**config.mk**
```make
export PLATFORM = sky130hd
export DESIGN_NAME = printf_format_spec_parser
export DESIGN_NICKNAME = d
export VERILOG_FILES = /design/src/rtl/pfs_pkg.sv /design/src/rtl/pfs_parse.sv /design/src/rtl/pfs_out_buf.sv /design/src/rtl/printf_format_spec_parser.sv
export SDC_FILE = /design/constraint.sdc
export NUM_CORES = 1
export LEC_CHECK = 0
export BUFFER_PORTS_ARGS = -buffer_cell sky130_fd_sc_hd__buf_2
export CAP_MARGIN = 15
export CORE_MARGIN = 10
export CORE_UTILIZATION = 25
export DETAILED_ROUTE_END_ITERATION = 10
export GPL_ROUTABILITY_DRIVEN = 0
export GPL_TIMING_DRIVEN = 0
export SLEW_MARGIN = 40
export SYNTH_ARGS = -nofsm -noshare
export SYNTH_HDL_FRONTEND = slang
export SYNTH_SLANG_ARGS = --single-unit
```
**constraint.sdc**
```tcl
create_clock -name clk -period 8.35 [get_ports clk]
set_input_delay 0.4175 -clock clk [delete_from_list [all_inputs] [get_ports clk]]
set_output_delay 0.4175 -clock clk [all_outputs]
set_load 0.01 [all_outputs]
```
**src/rtl/pfs_pkg.sv**
```systemverilog
// ----------------------------------------------------------------------------
// pfs_pkg
// Shared types, character codes and helpers for the format spec parser.
// ----------------------------------------------------------------------------
package pfs_pkg;

  localparam int unsigned ByteW  = 8;
  localparam int unsigned StarW  = 32;
  localparam int unsigned FwW    = 31;
  localparam int unsigned PrecW  = 32;
  localparam int unsigned InDataW  = 40;
  localparam int unsigned OutDataW = 80;

  localparam logic [FwW-1:0] SatMax = {FwW{1'b1}};

  localparam logic [ByteW-1:0] ChMinus = 8'h2D;
  localparam logic [ByteW-1:0] ChZero  = 8'h30;
  localparam logic [ByteW-1:0] ChNine  = 8'h39;
  localparam logic [ByteW-1:0] ChHash  = 8'h23;
  localparam logic [ByteW-1:0] ChSpace = 8'h20;
  localparam logic [ByteW-1:0] ChPlus  = 8'h2B;
  localparam logic [ByteW-1:0] ChStar  = 8'h2A;
  localparam logic [ByteW-1:0] ChDot   = 8'h2E;
  localparam logic [ByteW-1:0] ChLc    = 8'h63;
  localparam logic [ByteW-1:0] ChLs    = 8'h73;
  localparam logic [ByteW-1:0] ChLp    = 8'h70;
  localparam logic [ByteW-1:0] ChLd    = 8'h64;
  localparam logic [ByteW-1:0] ChLi    = 8'h69;
  localparam logic [ByteW-1:0] ChLu    = 8'h75;
  localparam logic [ByteW-1:0] ChLx    = 8'h78;
  localparam logic [ByteW-1:0] ChUx    = 8'h58;
  localparam logic [ByteW-1:0] ChPct   = 8'h25;

  typedef struct packed {
    logic              plus;
    logic              space;
    logic              alt;
    logic              zero;
    logic              left;
  } pfs_flags_t;

  typedef struct packed {
    logic              bad_conversion;
    logic [ByteW-1:0]  conversion;
    logic [PrecW-1:0]  precision_value;
    logic [FwW-1:0]    field_width;
    logic              force_sign;
    logic              blank_sign;
    logic              hash_alt;
    logic              pad_zero;
    logic              left_just;
  } pfs_result_t;

  function automatic logic is_conv(input logic [ByteW-1:0] b);
    logic r;
    case (b) inside
      ChLc, ChLs, ChLp, ChLd, ChLi, ChLu, ChLx, ChUx, ChPct: r = 1'b1;
      default: r = 1'b0;
    endcase
    return r;
  endfunction

  function automatic logic is_digit(input logic [ByteW-1:0] b);
    return (b >= ChZero) && (b <= ChNine);
  endfunction

  // acc * 10 + digit, saturating
  function automatic logic [FwW-1:0] dec_acc(input logic [FwW-1:0] acc,
                                             input logic [ByteW-1:0] b);
    logic [FwW+3:0] v;
    v = {1'b0, acc, 3'b000} + {3'b000, acc, 1'b0} + {{(FwW){1'b0}}, b[3:0]};
    return (v > {4'b0000, SatMax}) ? SatMax : v[FwW-1:0];
  endfunction

endpackage

```
**src/rtl/pfs_parse.sv**
```systemverilog
// ----------------------------------------------------------------------------
// pfs_parse
// Phase register, flag bits and width/precision accumulators; forms a result
// word at the conversion byte.
// ----------------------------------------------------------------------------
module pfs_parse (
  input  logic                      clk,
  input  logic                      rst,
  input  logic                      accept,
  input  logic [pfs_pkg::ByteW-1:0] spec_byte,
  input  logic [pfs_pkg::StarW-1:0] star_value,
  output logic                      res_valid,
  output pfs_pkg::pfs_result_t      res
);
  import pfs_pkg::*;

  typedef enum logic [2:0] {
    PH_FLAGS, PH_WDIGITS, PH_AFTER_W, PH_PSTART, PH_PDIGITS, PH_AFTER_P
  } phase_t;

  phase_t           phase, phase_next;
  pfs_flags_t       flag_bits, flag_bits_next;
  logic [FwW-1:0]   width_acc, width_acc_next;
  logic [PrecW-1:0] precision_acc, precision_acc_next;
  logic             finish;

  logic             neg;
  logic [StarW-1:0] mag;
  logic [FwW-1:0]   star_w;
  logic             flag_hit;
  pfs_flags_t       flag_set;

  assign neg    = star_value[StarW-1];
  assign mag    = neg ? (~star_value + StarW'(1)) : star_value;
  assign star_w = mag[StarW-1] ? SatMax : mag[FwW-1:0];

  always_comb begin
    flag_set = '0;
    unique case (spec_byte)
      ChMinus: flag_set.left  = 1'b1;
      ChZero:  flag_set.zero  = 1'b1;
      ChHash:  flag_set.alt   = 1'b1;
      ChSpace: flag_set.space = 1'b1;
      ChPlus:  flag_set.plus  = 1'b1;
      default: flag_set = '0;
    endcase
    flag_hit = |flag_set;
  end

  always_comb begin
    phase_next         = phase;
    flag_bits_next     = flag_bits;
    width_acc_next     = width_acc;
    precision_acc_next = precision_acc;
    finish             = 1'b0;
    unique case (phase)
      PH_FLAGS: begin
        if (flag_hit) begin
          flag_bits_next = flag_bits | flag_set;
        end else if (spec_byte == ChStar) begin
          flag_bits_next.left = flag_bits.left | neg;
          width_acc_next      = star_w;
          phase_next          = PH_AFTER_W;
        end else if (is_digit(spec_byte)) begin
          width_acc_next = dec_acc('0, spec_byte);
          phase_next     = PH_WDIGITS;
        end else if (spec_byte == ChDot) begin
          precision_acc_next = '0;
          phase_next         = PH_PSTART;
        end else begin
          finish = 1'b1;
        end
      end
      PH_WDIGITS: begin
        if (is_digit(spec_byte)) begin
          width_acc_next = dec_acc(width_acc, spec_byte);
        end else if (spec_byte == ChDot) begin
          precision_acc_next = '0;
          phase_next         = PH_PSTART;
        end else begin
          finish = 1'b1;
        end
      end
      PH_AFTER_W: begin
        if (spec_byte == ChDot) begin
          precision_acc_next = '0;
          phase_next         = PH_PSTART;
        end else begin
          finish = 1'b1;
        end
      end
      PH_PSTART: begin
        if (spec_byte == ChStar) begin
          precision_acc_next = neg ? '1 : star_value;
          phase_next         = PH_AFTER_P;
        end else if (is_digit(spec_byte)) begin
          precision_acc_next = {1'b0, dec_acc('0, spec_byte)};
          phase_next         = PH_PDIGITS;
        end else begin
          finish = 1'b1;
        end
      end
      PH_PDIGITS: begin
        if (is_digit(spec_byte)) begin
          precision_acc_next = {1'b0, dec_acc(precision_acc[FwW-1:0], spec_byte)};
        end else begin
          finish = 1'b1;
        end
      end
      PH_AFTER_P: finish = 1'b1;
      default:    finish = 1'b1;
    endcase
    if (finish) begin
      phase_next         = PH_FLAGS;
      flag_bits_next     = '0;
      width_acc_next     = '0;
      precision_acc_next = '1;
    end
  end

  always_comb begin
    res_valid           = accept & finish;
    res.left_just       = flag_bits.left;
    res.pad_zero        = flag_bits.zero & ~flag_bits.left & (&precision_acc);
    res.hash_alt        = flag_bits.alt;
    res.blank_sign      = flag_bits.space & ~flag_bits.plus;
    res.force_sign      = flag_bits.plus;
    res.field_width     = width_acc;
    res.precision_value = precision_acc;
    res.conversion      = spec_byte;
    res.bad_conversion  = ~is_conv(spec_byte);
  end

  always_ff @(posedge clk) begin
    if (rst) begin
      phase         <= PH_FLAGS;
      flag_bits     <= '0;
      width_acc     <= '0;
      precision_acc <= '1;
    end else if (accept) begin
      phase         <= phase_next;
      flag_bits     <= flag_bits_next;
      width_acc     <= width_acc_next;
      precision_acc <= precision_acc_next;
    end
  end

endmodule

```
**src/rtl/pfs_out_buf.sv**
```systemverilog
// ----------------------------------------------------------------------------
// pfs_out_buf
// Two-entry output buffer: result register plus skid register.
// ----------------------------------------------------------------------------
module pfs_out_buf (
  input  logic                 clk,
  input  logic                 rst,
  input  logic                 in_valid,
  input  pfs_pkg::pfs_result_t in_res,
  output logic                 in_ready,
  output logic                 out_valid,
  input  logic                 out_ready,
  output pfs_pkg::pfs_result_t out_res
);
  import pfs_pkg::*;

  logic        skid_valid;
  pfs_result_t skid_res;

  assign in_ready = ~skid_valid;

  always_ff @(posedge clk) begin
    if (rst) begin
      out_valid  <= 1'b0;
      skid_valid <= 1'b0;
    end else if (!out_valid || out_ready) begin
      if (skid_valid) begin
        out_valid  <= 1'b1;
        skid_valid <= 1'b0;
      end else begin
        out_valid <= in_valid;
      end
    end else if (in_valid) begin
      skid_valid <= 1'b1;
    end
  end

  always_ff @(posedge clk) begin
    if (!out_valid || out_ready) begin
      out_res <= skid_valid ? skid_res : in_res;
    end else if (in_valid) begin
      skid_res <= in_res;
    end
  end

endmodule

```
**src/rtl/printf_format_spec_parser.sv**
```systemverilog
// ----------------------------------------------------------------------------
// printf_format_spec_parser
// Parses a printf conversion spec one byte per word.
//
// Slave channel: one word per byte following '%', with the star argument
// alongside. Master channel: one word per finished spec, at the conversion
// byte; tuser flags an invalid conversion byte. Flag, width and precision
// bytes produce no output word.
// Throughput: one input word per cycle while s_tready is high. The parse state
// updates in the cycle the word is taken; the output buffer registers the result for m_tvalid.
// Reset (rst, synchronous, active high) returns the parser to the flags
// phase and empties the output buffer.
// When the receiver stalls, a two-entry output buffer absorbs one more
// result; s_tready falls only once both entries hold results.
// ----------------------------------------------------------------------------
module printf_format_spec_parser (
  input  logic                         clk,
  input  logic                         rst,
  input  logic                         s_tvalid,
  output logic                         s_tready,
  input  logic [pfs_pkg::InDataW-1:0]  s_tdata,   // spec_byte, star_value
  output logic                         m_tvalid,
  input  logic                         m_tready,
  output logic [pfs_pkg::OutDataW-1:0] m_tdata,   // left_just, pad_zero,
                                                  // hash_alt, blank_sign,
                                                  // force_sign, field_width,
                                                  // precision_value,
                                                  // conversion, zero fill
  output logic                         m_tuser    // bad_conversion
);
  import pfs_pkg::*;

  logic        accept;
  logic        res_valid;
  pfs_result_t res, out_res;

  assign accept = s_tvalid & s_tready;

  pfs_parse u_parse (
    .clk        (clk),
    .rst        (rst),
    .accept     (accept),
    .spec_byte  (s_tdata[ByteW-1:0]),
    .star_value (s_tdata[ByteW+StarW-1:ByteW]),
    .res_valid  (res_valid),
    .res        (res)
  );

  pfs_out_buf u_out_buf (
    .clk       (clk),
    .rst       (rst),
    .in_valid  (res_valid),
    .in_res    (res),
    .in_ready  (s_tready),
    .out_valid (m_tvalid),
    .out_ready (m_tready),
    .out_res   (out_res)
  );

  assign m_tdata = {4'b0000, out_res.conversion, out_res.precision_value,
                    out_res.field_width, out_res.force_sign, out_res.blank_sign,
                    out_res.hash_alt, out_res.pad_zero, out_res.left_just};
  assign m_tuser = out_res.bad_conversion;

endmodule

```
-- Word-level counts from Yosys, hierarchy flattened
Cells that the tools add are included.
- bits in registers: 227
- word-level logic and storage cells: 148
- bits of input ports: 44
- output and inout port bits: 83
- magnitude comparators: 5
- add/sub/neg operators: 5
- multiplexer cells: 50
- bitwise logic cells: 13
- reduce and logical (&&, ||, !) cells: 20
- eq/ne operators: 27
- operator list (operator ; number):
    $mux W32 ; 10
    $mux W31 ; 9
    $pmux W32 S5 ; 1
    $mux W77 ; 1
    $add A34 B32 Y35 ; 2
    $add A35 B4 Y35 ; 2
    $gt A35 B31 Y1 const B ; 2
    $eq A8 B6 Y1 const B ; 8
    $eq A8 B7 Y1 const B ; 8
    $pmux W31 S2 ; 1
    $add A32 B1 Y32 const B ; 1
    $not A32 Y32 ; 1
    $reduce_and A32 Y1 ; 1
    $gt A4 B31 Y1 const B ; 1
    $mux W3 ; 8
    $mux W1 ; 15
    $pmux W3 S4 ; 1
    $mux W5 ; 2
    $reduce_and A5 Y1 ; 2
    $ne A3 B2 Y1 const B ; 3
    $reduce_or A9 Y1 ; 1
    $ge A8 B6 Y1 const B ; 1
    $le A8 B6 Y1 const B ; 1
    $ne A4 B1 Y1 const B ; 2
    other kinds (23) ; 36

-- Logic depth before layout (Yosys ltp)
Gate-level depths: netlist of run 1.
- word-level depth: 8
- depth in mapped cells: 15
- depth with buffers taken out: 13

-- Hierarchy
From an unflattened synthesis of run 1, not the netlist that was laid out.
- cells, all modules: 1491
- area, all modules: 15055.7 µm²
- by module, submodules not included (module ; seq. area each (µm²) ; instances ; cells an instance ; area each (µm²)):
    pfs_parse ; 1421.4 ; 1 ; 1236 ; 9359.0
    pfs_out_buf ; 4664.5 ; 1 ; 249 ; 5656.7
    printf_format_spec_parser ; 0.0 ; 1 ; 6 ; 40.0

-- Worst setup path after synthesis of run 1
OpenSTA, ideal clock, no wires.
- path type: in2reg
- from: input m_tready
- to: register u_out_buf.skid_res[0] in the netlist's numbering, enable pin
- required time: 7.837 ns
- arrival: 5.722 ns
- stages on the path: 2
- path buffers: 0
- library setup time: 0.513 ns
- path slack: 2.115 ns
- cell sequence: nand2b_1 nor2_1
- word-level cells in the longest chain between the ends: 3
- RTL lines (element ; RTL line ; RTL):
    start: declaration ; printf_format_spec_parser.sv:23 ; input logic m_tready,
    $logic_or A1 B1 Y1 ; pfs_out_buf.sv:39 ; if (!out_valid || out_ready) begin
    $not A1 Y1 (no source line) ; - ;
    $reduce_and A2 Y1 (no source line) ; - ;
    end signal: assignment ; pfs_out_buf.sv:42 ; skid_res <= in_res;
    end: declaration ; pfs_out_buf.sv:18 ; pfs_result_t skid_res;
Every way passes these cells.
A chain may end at the register's enable or synchronous reset.

-- Final worst setup path of run 1
- from: input s_tdata[3] in the netlist's numbering
- to: register u_parse.width_acc[20]
- word-level cells in the longest chain between the ends: 8
- elaborated cells between the ends (all ways): 39
- classes of those cells: add/sub (1); order compare (4); eq/ne (10); mux (20); reduce/logical (4)
- RTL lines (element ; RTL line ; RTL):
    start: declaration ; printf_format_spec_parser.sv:21 ; input logic [pfs_pkg::InDataW-1:0] s_tdata,
    branches (longest 8 deep; another with $add A35 B4 Y35) ; - ;
    end signal: assignment ; pfs_parse.sv:143 ; width_acc <= width_acc_next;
    end: declaration ; pfs_parse.sv:23 ; logic [FwW-1:0] width_acc, width_acc_next;
Several ways; the timed one is not identified. The select of a mux whose other input is x is not followed.

==> results of run 1 <==
-- report_power, final --
part           total [W]  switching (W)  internal (W)
registers        0.00123      0.0000117       0.00122
clock network    0.00123       0.000501      0.000729
logic           0.000418       0.000260      0.000158
total            0.00288       0.000773       0.00211
-- metal layers --
metal	track usage, %	share of wire (%)
met5	0	0.46
met4	3.08	2.1
met3	4.65	11
met2	18.5	41
met1	17.0	46
-- metrics by stage --
stage	setup TNS, ps	total power (W)	hold WS [ps]	area (µm²)	std cells
after detailed placement	0	0.00167	460	16300	2359
after global routing	0	0.00300	57.1	17200	2412
after CTS	0	0.00291	45.0	17200	2409
after global placement	-157370	0.00166	462	16200	2353
final	0	0.00288	76.4	17300	2416
after floorplan	0	0.00153	427	14600	1467
-- cell type report --
type                       instances  area [µm²]
tap                              765         957
multi-input combinational       1131        8070
sequential                       227        6090
clock buffer                      30         697
timing repair buffer             127         743
fill                            6057       40400
buffer                            80         348
antenna                            7        17.5
clock inverter                    20         228
inverter                          29         109
-- logic make-up after synthesis --
kind of cell	after synthesis
compound gates	494
simple gates	354
flops	227
fa+ha+maj	127
buf+inv	109
xor+xnor	76
mux	76
other cells	1
-- layout by cell type (no fill, tap or decap), drive strengths merged, types with 5 or more instances in the layout --
| master | Yosys | routed |
|---|---|---|
| o22a | 8 | 8 |
| nor2 | 93 | 93 |
| nand2 | 84 | 84 |
| mux2 | 73 | 73 |
| ha | 123 | 123 |
| a31oi | 47 | 47 |
| diode | 0 | 7 |
| or2 | 10 | 10 |
| clkinv | 0 | 7 |
| buf | 23 | 150 |
| a21oi | 202 | 202 |
| nor2b | 14 | 14 |
| o22ai | 10 | 10 |
| nor4 | 7 | 7 |
| nor3 | 29 | 29 |
| edfxtp | 154 | 154 |
| dfxtp | 73 | 73 |
| clkinvlp | 0 | 7 |
| nor3b | 5 | 5 |
| and3 | 7 | 7 |
| o21ai | 64 | 64 |
| and2 | 16 | 16 |
| xor2 | 48 | 48 |
| inv | 29 | 31 |
| o31ai | 12 | 12 |
| o21bai | 7 | 7 |
| nand3 | 19 | 19 |
| a211oi | 12 | 12 |
| o21a | 13 | 13 |
| clkbuf | 57 | 87 |
| a21o | 49 | 49 |
| o211ai | 20 | 20 |
| or3 | 14 | 14 |
| nand4 | 22 | 22 |
| xnor2 | 28 | 28 |
| nand2b | 18 | 18 |
-- worst max path at each step --
stage / slack (ps) / endpoint / startpoint
4_1_cts: 4060 / u_parse.width_acc[20] / s_tdata[3]
6_report: 3970 / u_parse.width_acc[20] / s_tdata[3]
2_1_floorplan: 2120 / u_out_buf.skid_res[0] / m_tready
3_5_place_dp: 3490 / u_parse.width_acc[20] / s_tdata[3]
3_3_place_gp: -2050 / u_out_buf.skid_res[24] / m_tready
5_1_grt: 3680 / u_parse.width_acc[11] / s_tdata[3]
-- cell usage after synthesis, types with 7 or more instances --
master and number:
nand4_1 22, xnor2_1 28, o22ai_1 10, nor3_1 28, a21o_1 49, a21oi_1 194
nor2b_1 14, o21ai_1 7, or3_1 14, ha_1 123, o21ai_0 57, nor2_1 92
and2_1 16, or2_2 7, clkbuf_1 57, o22a_1 8, and3_1 7, xor2_1 48
o21a_1 13, mux2_2 72, nand2b_1 18, a21oi_2 8, o31ai_1 12, buf_2 12
inv_1 29, nand3_1 19, dfxtp_1 73, o21bai_1 7, o211ai_1 20, nand2_1 84
edfxtp_1 154, a211oi_1 10, a31oi_1 47
-- flip-flops by register name, indices dropped and copies added, names as in the netlist --
signal / cells
u_out_buf.out_res: 77
u_out_buf.out_valid: 1
u_out_buf.skid_res: 77
u_out_buf.skid_valid: 1
u_parse.flag_bits: 2
u_parse.phase: 3
u_parse.precision_acc: 32
u_parse.res: 3
u_parse.width_acc: 31
-- worst reg2reg max path, delay by kind of cell, from the launching register on --
kind	cells	cell delay (ps)
AND/OR/NAND/NOR	2	490
XOR/XNOR	1	210
buffers and inverters	2	370
flip-flops	1	420
AO/OA/AOI/OAI	6	1460
adder cells (fa/ha/maj)	2	980
==> summary.txt, run 1 <==
STA
  – RSZ-0062 raised after global routing: false
  – Final period utilization: a little over half
  – F_max: 228 MHz
  – Slew headroom: between 40% and 50%
  – Count of pins over their slew limit: 0
  – Shortest period the worst path allows: around 4400 ps
  – Final setup vio count: 0
  – Final hold viol count: 0
  – Final worst setup slack: approximately 4000 ps
  – Clock Skew: around 30 ps
  – Worst Tran Pin Value: 816 ps

Hold path
  – Worst Hold End: u_out_buf.skid_res[72]
  – Hold crit path type: in2reg
  – Hold Path Stages: 1
  – Hold Path Origin: s_tdata[4]

Yosys
  – Top-area cell type share of the netlist area: 31.7%
  – Syn avg cell area: around 10 µm²
  – Syn. warnings: 0
  – Mapped Area: between 10000 and 15000 µm²
  – Mux cell area share after synthesis: a little under 6%
  – Post-synthesis async set-or-reset flop share: 0%
  – Largest family of logic cells by synthesized area: compound AO/OA/AOI/OAI gates
  – Adder-cell share of the synthesized area: ~11%
  – Part of the Yosys area used for sequential elements: a little over two fifths
  – Distinct cells, synth: 84
  – Synth Register Bits: 227
  – Post-synthesis compound-gate area fraction: 21.3%
  – Mapped Cells: approximately 1500
  – Synth Flop Type: edfxtp_1
  – Yosys top cell by area: edfxtp_1
  – Number of synthesized flops with an enable pin: about 150
  – Simple-gate share of the synthesized area: between 10% and 20%
  – Largest cells by area after synthesis: edfxtp_1 32%, ha_1 11%, dfxtp_1 10%
  – Synth Area in XOR/XNOR: approximately 4.6%

Setup path
  – Worst Path Max Fanout: 10
  – WP data required: just under 9000 ps
  – Startpoint Class: input port
  – Worst Setup End Kind: flip-flop
  – Crit path cell chain: buf_2, clkbuf_1, inv_1, fa_1, fa_1, nand2b_1, a21oi_1, o21ai_1, o21ai_1, a22oi_1, a32oi_1, xnor2_1, nor2_4, buf_2, a31oi_1
  – R2r endpoint: u_parse.width_acc[20]
  – Worst Reg2Reg Path Length in Cells: 13
  – Reg2Reg Setup Slack: approximately 4300 ps
  – Arr. time, crit path: between 4000 and 5000 ps
  – Critical Path Slowest Stage Cell: fa_1
  – Worst flop-to-flop path startpoint: u_parse.width_acc[2]
  – Worst Setup Path Type: in2reg
  – CP delay by family, top: compound AO/OA/AOI/OAI gates
  – Levels on crit path: 15
  – CP max stage delay: about 600 ps
  – CP Buf/Inv Count: 4

Drt
  – Antenna Violating Nets Remaining: 0
  – First-pass iteration count of the detailed router: 5
  – Routed wire per std cell: around 18 µm
  – Initial DRC Count: approximately 800
  – Post-route DRC: 0
  – Drt total wl: 44100 µm
  – Routed via count: approximately 12000
  – Vias/cell: 5.06

Finish
  – Post-layout nets: roughly 1800
  – Layout cells sized above 1: between 10% and 20%
  – Fin util: between 20% and 30%
  – Area Growth Syn to Fin: 18.4%

Global route
  – Vias in the first global route: 11998
  – GRT Util Overall: 12.6%
  – First-pass GRT wire length: 68900 µm
  – Maximum number of pins on one net before global-route repair: 39
  – Total gr overflow: 0
  – Initial antenna violation count: 22

CTS
  – # H-tree levels: 1
  – CTS max path bufs: 3
  – Clock transition at path regs: 60 ps
  – Post-CTS sizing: 0
  – Clock Sinks: between 200 and 250
  – Setup bufs post-CTS: 0
  – Hold_buf cts: 0
  – Clk Latency, worst-skew pair: between 500 and 600 ps
  – Num CTS Buffers: 27
  – Clock tree from TritonCTS: done
  – Clock root buffer: clkbuf_16

Place
  – DP Wirelength: 34500 µm
  – Worst slack, placed: approximately 3500 ps
  – IO buf count: 121

Pwr
  – PD cells: around 170 nW/µm²
  – Static Leak: between 6 and 7 nW
  – Worst vdd ir: between 0.0001 and 0.00015 V

Outcome
  – Outcome: completed

Floorplanning
  – Cell Rows: 88
  – Full die area: approximately 70000 µm²
  – DIE HEIGHT: roughly 260 µm
  – Die width: 261 µm
  – IO Pins: roughly 130
  – Initial Util: between 20% and 30%
  – Core Box Area: just under 60000 µm²

Flow run
  – MaxCap Viol Count: 0
No activity file was read; power rests on OpenSTA's default activity.
==> inputs of run 2 (changes only) <==
--- a/config.mk
+++ b/config.mk
@@ -5,6 +5,7 @@
 export SDC_FILE = /design/constraint.sdc
 export NUM_CORES = 1
 export LEC_CHECK = 0
+export ABC_AREA = 1
 export BUFFER_PORTS_ARGS = -buffer_cell sky130_fd_sc_hd__buf_2
 export CAP_MARGIN = 15
 export CORE_MARGIN = 10
==> constraint.sdc (replaced) <==
create_clock -name clk -period 4.1 [get_ports clk]
set_input_delay 0.205 -clock clk [delete_from_list [all_inputs] [get_ports clk]]
set_output_delay 0.205 -clock clk [all_outputs]
set_load 0.01 [all_outputs]
==> summary.txt, run 2 <==
Floorplanning
  – Initial Util: 25.4% (was 25.3%)
  – Full die area: 77800 µm² (was 68400 µm²)
  – Core Box Area: 66100 µm² (was 57700 µm²)
  – Die width: 279 µm (was 261 µm)
  – Cell Rows: 94 (was 88)
  – DIE HEIGHT: 279 µm (was 261 µm)
  – IO Pins: 127 (unchanged)

Setup path
  – Critical Path Slowest Stage Cell: fa_1 (unchanged)
  – CP max stage delay: 590 ps (was 600 ps)
  – Worst flop-to-flop path startpoint: u_parse.precision_acc[2] (was u_parse.width_acc[2])
  – Crit path cell chain: dlygate4sd3_1, buf_2, buf_6, inv_4, fa_1, inv_1, ha_1, nand3_1, nand2_1, nand2_1, nand2_1, nand2_1, nand2_1, nand2_1, nand2_1, nand2_1, a21oi_1, buf_2, nand3_1, nand2_1, a21oi_1 (was buf_2, clkbuf_1, inv_1, fa_1, fa_1, nand2b_1, a21oi_1, o21ai_1, o21ai_1, a22oi_1, a32oi_1, xnor2_1, nor2_4, buf_2, a31oi_1)
  – Worst Setup Path Type: in2reg (unchanged)
  – Arr. time, crit path: 4070 ps (was 4800 ps)
  – R2r endpoint: u_parse.precision_acc[29] (was u_parse.width_acc[20])
  – Critical Path End: u_parse.width_acc[20] (unchanged)
  – CP Buf/Inv Count: 6 (was 4)
  – CP delay by family, top: buffers and inverters (was compound AO/OA/AOI/OAI gates)
  – Reg2Reg Setup Slack: 510 ps (was 4280 ps)
  – Startpoint Class: input port (unchanged)
  – Cell mode on critical path: nand2_1
  – Worst Setup End Kind: flip-flop (unchanged)
  – Levels on crit path: 21 (was 15)
  – Worst Path Max Fanout: 10 (unchanged)
  – WP data required: 4520 ps (was 8770 ps)
  – CP startpoint: s_tdata[3] (unchanged)
  – Worst Reg2Reg Path Length in Cells: 21 (was 13)

Finish
  – Most frequent cells in the layout: 861 x nand2_1, 323 x inv_1, 248 x nor2_1 (was 194 x a21oi_1, 154 x edfxtp_1, 133 x buf_2)
  – Filler Cell Count: 7300 (was 6057)
  – Sequential Area: 6090 µm² (unchanged)
  – Area Growth Syn to Fin: 17.2% (was 18.4%)
  – Design area: 19600 µm² (was 17300 µm²)
  – Post-layout nets: 2787 (was 1794)
  – Multi-input gate area: 9040 µm² (was 8070 µm²)
  – Layout cells sized above 1: 8.65% (was 18.2%)
  – Most common cell after layout, fill and taps aside: nand2_1 (was a21oi_1)
  – Largest regs: u_out_buf.out_res: 77 flops, u_out_buf.skid_res: 77 flops, u_parse.precision_acc: 32 flops (unchanged)
  – Fin util: 29.7% (was 29.9%)

Place
  – DP Wirelength: 46100 µm (was 34500 µm)
  – IO buf count: 121 (unchanged)
  – Cell Area, Placed: 18700 µm² (was 16300 µm²)
  – Worst slack, placed: 500 ps (was 3490 ps)

Drt
  – Drt total wl: 56500 µm (was 44100 µm)
  – Vias/cell: 4.61 (was 5.06)
  – Initial DRC Count: 1386 (was 802)
  – Routed via count: 16152 (was 12218)
  – Post-route DRC: 0 (unchanged)
  – First-pass iteration count of the detailed router: 7 (was 5)
  – Routed wire per std cell: 16.1 µm (was 18.2 µm)
  – Antenna Violating Nets Remaining: 0 (unchanged)

Pwr
  – Worst vdd ir: 0.000316 V (was 0.000138 V)
  – Sw Share: 34.7% (was 26.9%)
  – Sw Pwr: 0.00254 W (was 0.000773 W)
  – Clock network fraction of total power: 33.7% (was 42.7%)
  – Static Leak: 9.53 nW (was 6.85 nW)
  – Power share of the combinational group: 30.1% (was 14.5%)
  – Internal power: 0.00477 W (was 0.00211 W)
  – PD cells: 372 nW/µm² (was 167 nW/µm²)
  – Power share of the sequential group: 36.2% (was 42.7%)

Yosys
  – Post-synth top cells: 861 x nand2_1, 324 x inv_1, 249 x nor2_1 (was 194 x a21oi_1, 154 x edfxtp_1, 123 x ha_1)
  – Synth Flop Type: edfxtp_1 (unchanged)
  – Top-area cell type share of the netlist area: 27.6% (was 31.7%)
  – Mapped Area: 16800 µm² (was 14600 µm²)
  – Top-count cell post-synth: nand2_1 (was a21oi_1)
  – Syn avg cell area: 6.85 µm² (was 9.96 µm²)
  – Number of synthesized flops with an enable pin: 154 (unchanged)
  – Largest cells by area after synthesis: edfxtp_1 28%, nand2_1 19%, ha_1 9.2% (was edfxtp_1 32%, ha_1 11%, dfxtp_1 10%)
  – Syn. warnings: 0 (unchanged)
  – Yosys top cell by area: edfxtp_1 (unchanged)
  – Part of the Yosys area used for sequential elements: 36.3% (was 41.7%)
  – Synth Register Bits: 227 (unchanged)
  – Post-synthesis async set-or-reset flop share: 0% (unchanged)
  – Distinct cells, synth: 45 (was 84)
  – Mapped Cells: 2448 (was 1464)

Flow run
  – MaxCap Viol Count: 0 (unchanged)

Global route
  – Total gr overflow: 0 (unchanged)
  – Initial antenna violation count: 23 (was 22)
  – First-pass GRT wire length: 86900 µm (was 68900 µm)
  – Maximum number of pins on one net before global-route repair: 27 (was 39)
  – Vias in the first global route: 15104 (was 11998)
  – GRT Util Overall: 14.1% (was 12.6%)

CTS
  – Clock tree from TritonCTS: done (unchanged)
  – Clock Sinks: 227 (unchanged)
  – Num CTS Buffers: 26 (was 27)
  – CTS max path bufs: 3 (unchanged)
  – Post-CTS sizing: 0 (unchanged)
  – Clock transition at path regs: 60 ps (about the same)
  – Clock root buffer: clkbuf_16 (unchanged)
  – # H-tree levels: 1 (unchanged)
  – Clk Latency, worst-skew pair: 570 ps (was 560 ps)

STA
  – Hold Worst Slack: 73.8 ps (was 76.4 ps)
  – F_max: between 200 and 300 MHz
  – Final hold viol count: 0 (unchanged)
  – Final worst setup slack: 452 ps (was 3970 ps)
  – Shortest period the worst path allows: 3650 ps
  – Clock Skew: 26.2 ps (was 29.6 ps)
  – Final period utilization: 89.0%
  – Worst Tran Pin Value: 813 ps (was 816 ps)
  – Final setup vio count: 0 (unchanged)
  – Count of pins over their slew limit: 0 (unchanged)
  – RSZ-0062 raised after global routing: false (unchanged)
  – Slew headroom: 45.8% (was 45.6%)

Outcome
  – Outcome: completed (unchanged)

Hold path
  – Hold crit path type: in2reg (unchanged)
==> run 2: cell types whose count changed after synthesis, moves of 22 or more <==
cell,previous run,this run
nand3_1,19,158
nor2_1,92,249
a31oi_1,47,4
nand2_1,84,861
inv_1,29,324
o21ai_0,57,79
mux2_2,72,0
a21oi_1,194,163
a21o_1,49,2
==> run 2: layout make-up <==
class	count	area share (%)
Multi-Input combinational cell	1809	46.0
Clock buffer	29	3.48
Tap cell	864	5.50
Inverter	333	6.39
Antenna cell	6	0.0764
Timing Repair Buffer	137	4.38
Buffer	82	2.06
Clock inverter	19	1.10
Sequential cell	227	31.0
==> run 2: per-layer routing <==
metal  wire length, µm  vias to the layer above  global-route usage, %
met1             25600                     7292                   18.9
li1                  -                     8193                      -
met4              1200                       28                   3.34
met5               165                        -                      0
met3              5180                      117                   3.70
met2             24300                      522                   22.3
==> run 2: logic make-up (layout without fill, tap and decap cells) <==
logic type	Yosys count	count (layout)	synth area share, %
fa+ha+maj	127	127	9.66
simple gates	1340	1340	32.6
other cells	1	10	0.0224
flops	227	227	36.3
buf+inv	415	600	9.88
compound gates	294	294	9.26
xor+xnor	44	44	2.30
==> run 2: worst min-delay path by stage <==
stage                         from                endpoint  depth (start not counted)
global placement    u_parse.res[0]   u_out_buf.skid_res[0]                          0
detailed placement      s_tdata[3]  u_out_buf.skid_res[71]                          1
floorplan               s_tdata[0]  u_out_buf.skid_res[68]                          0
global route            s_tdata[2]  u_out_buf.skid_res[70]                          1
CTS                     s_tdata[2]  u_out_buf.skid_res[70]                          1
finish                  s_tdata[2]  u_out_buf.skid_res[70]                          1
==> run 2: stage by stage <==
stage	power, W	cells	setup TNS [ps]
2_1_floorplan	0.00421	2451	0
3_3_place_gp	0.00484	3436	-93720
3_5_place_dp	0.00486	3444	0
4_1_cts	0.00737	3500	0
5_1_grt	0.00775	3503	0
6_report	0.00731	3506	0
==> run 2: power groups by stage <==
stage                     sequential (W)  combinational, W  clock (W)
after floorplan                  0.00271           0.00150          0
after global placement           0.00270           0.00214          0
after detailed placement         0.00270           0.00217          0
after CTS                        0.00265           0.00219    0.00254
after global routing             0.00266           0.00248    0.00261
final                            0.00264           0.00220    0.00247
==> run 2: worst reg2reg max path: cells and delay by family (launching register included) <==
kind          cells  cell delay [ps]
flops             1              380
simple gates     16             1740
fa+ha+maj         2              860
buf+inv           3              510
==> run 2: what timing repair did <==
| action | CTS | global route |
|---|---|---|
| endpoints found under the hold margin | 8 | 0 |
| setup buffers | 0 | 0 |
| hold buffers | 8 | 0 |
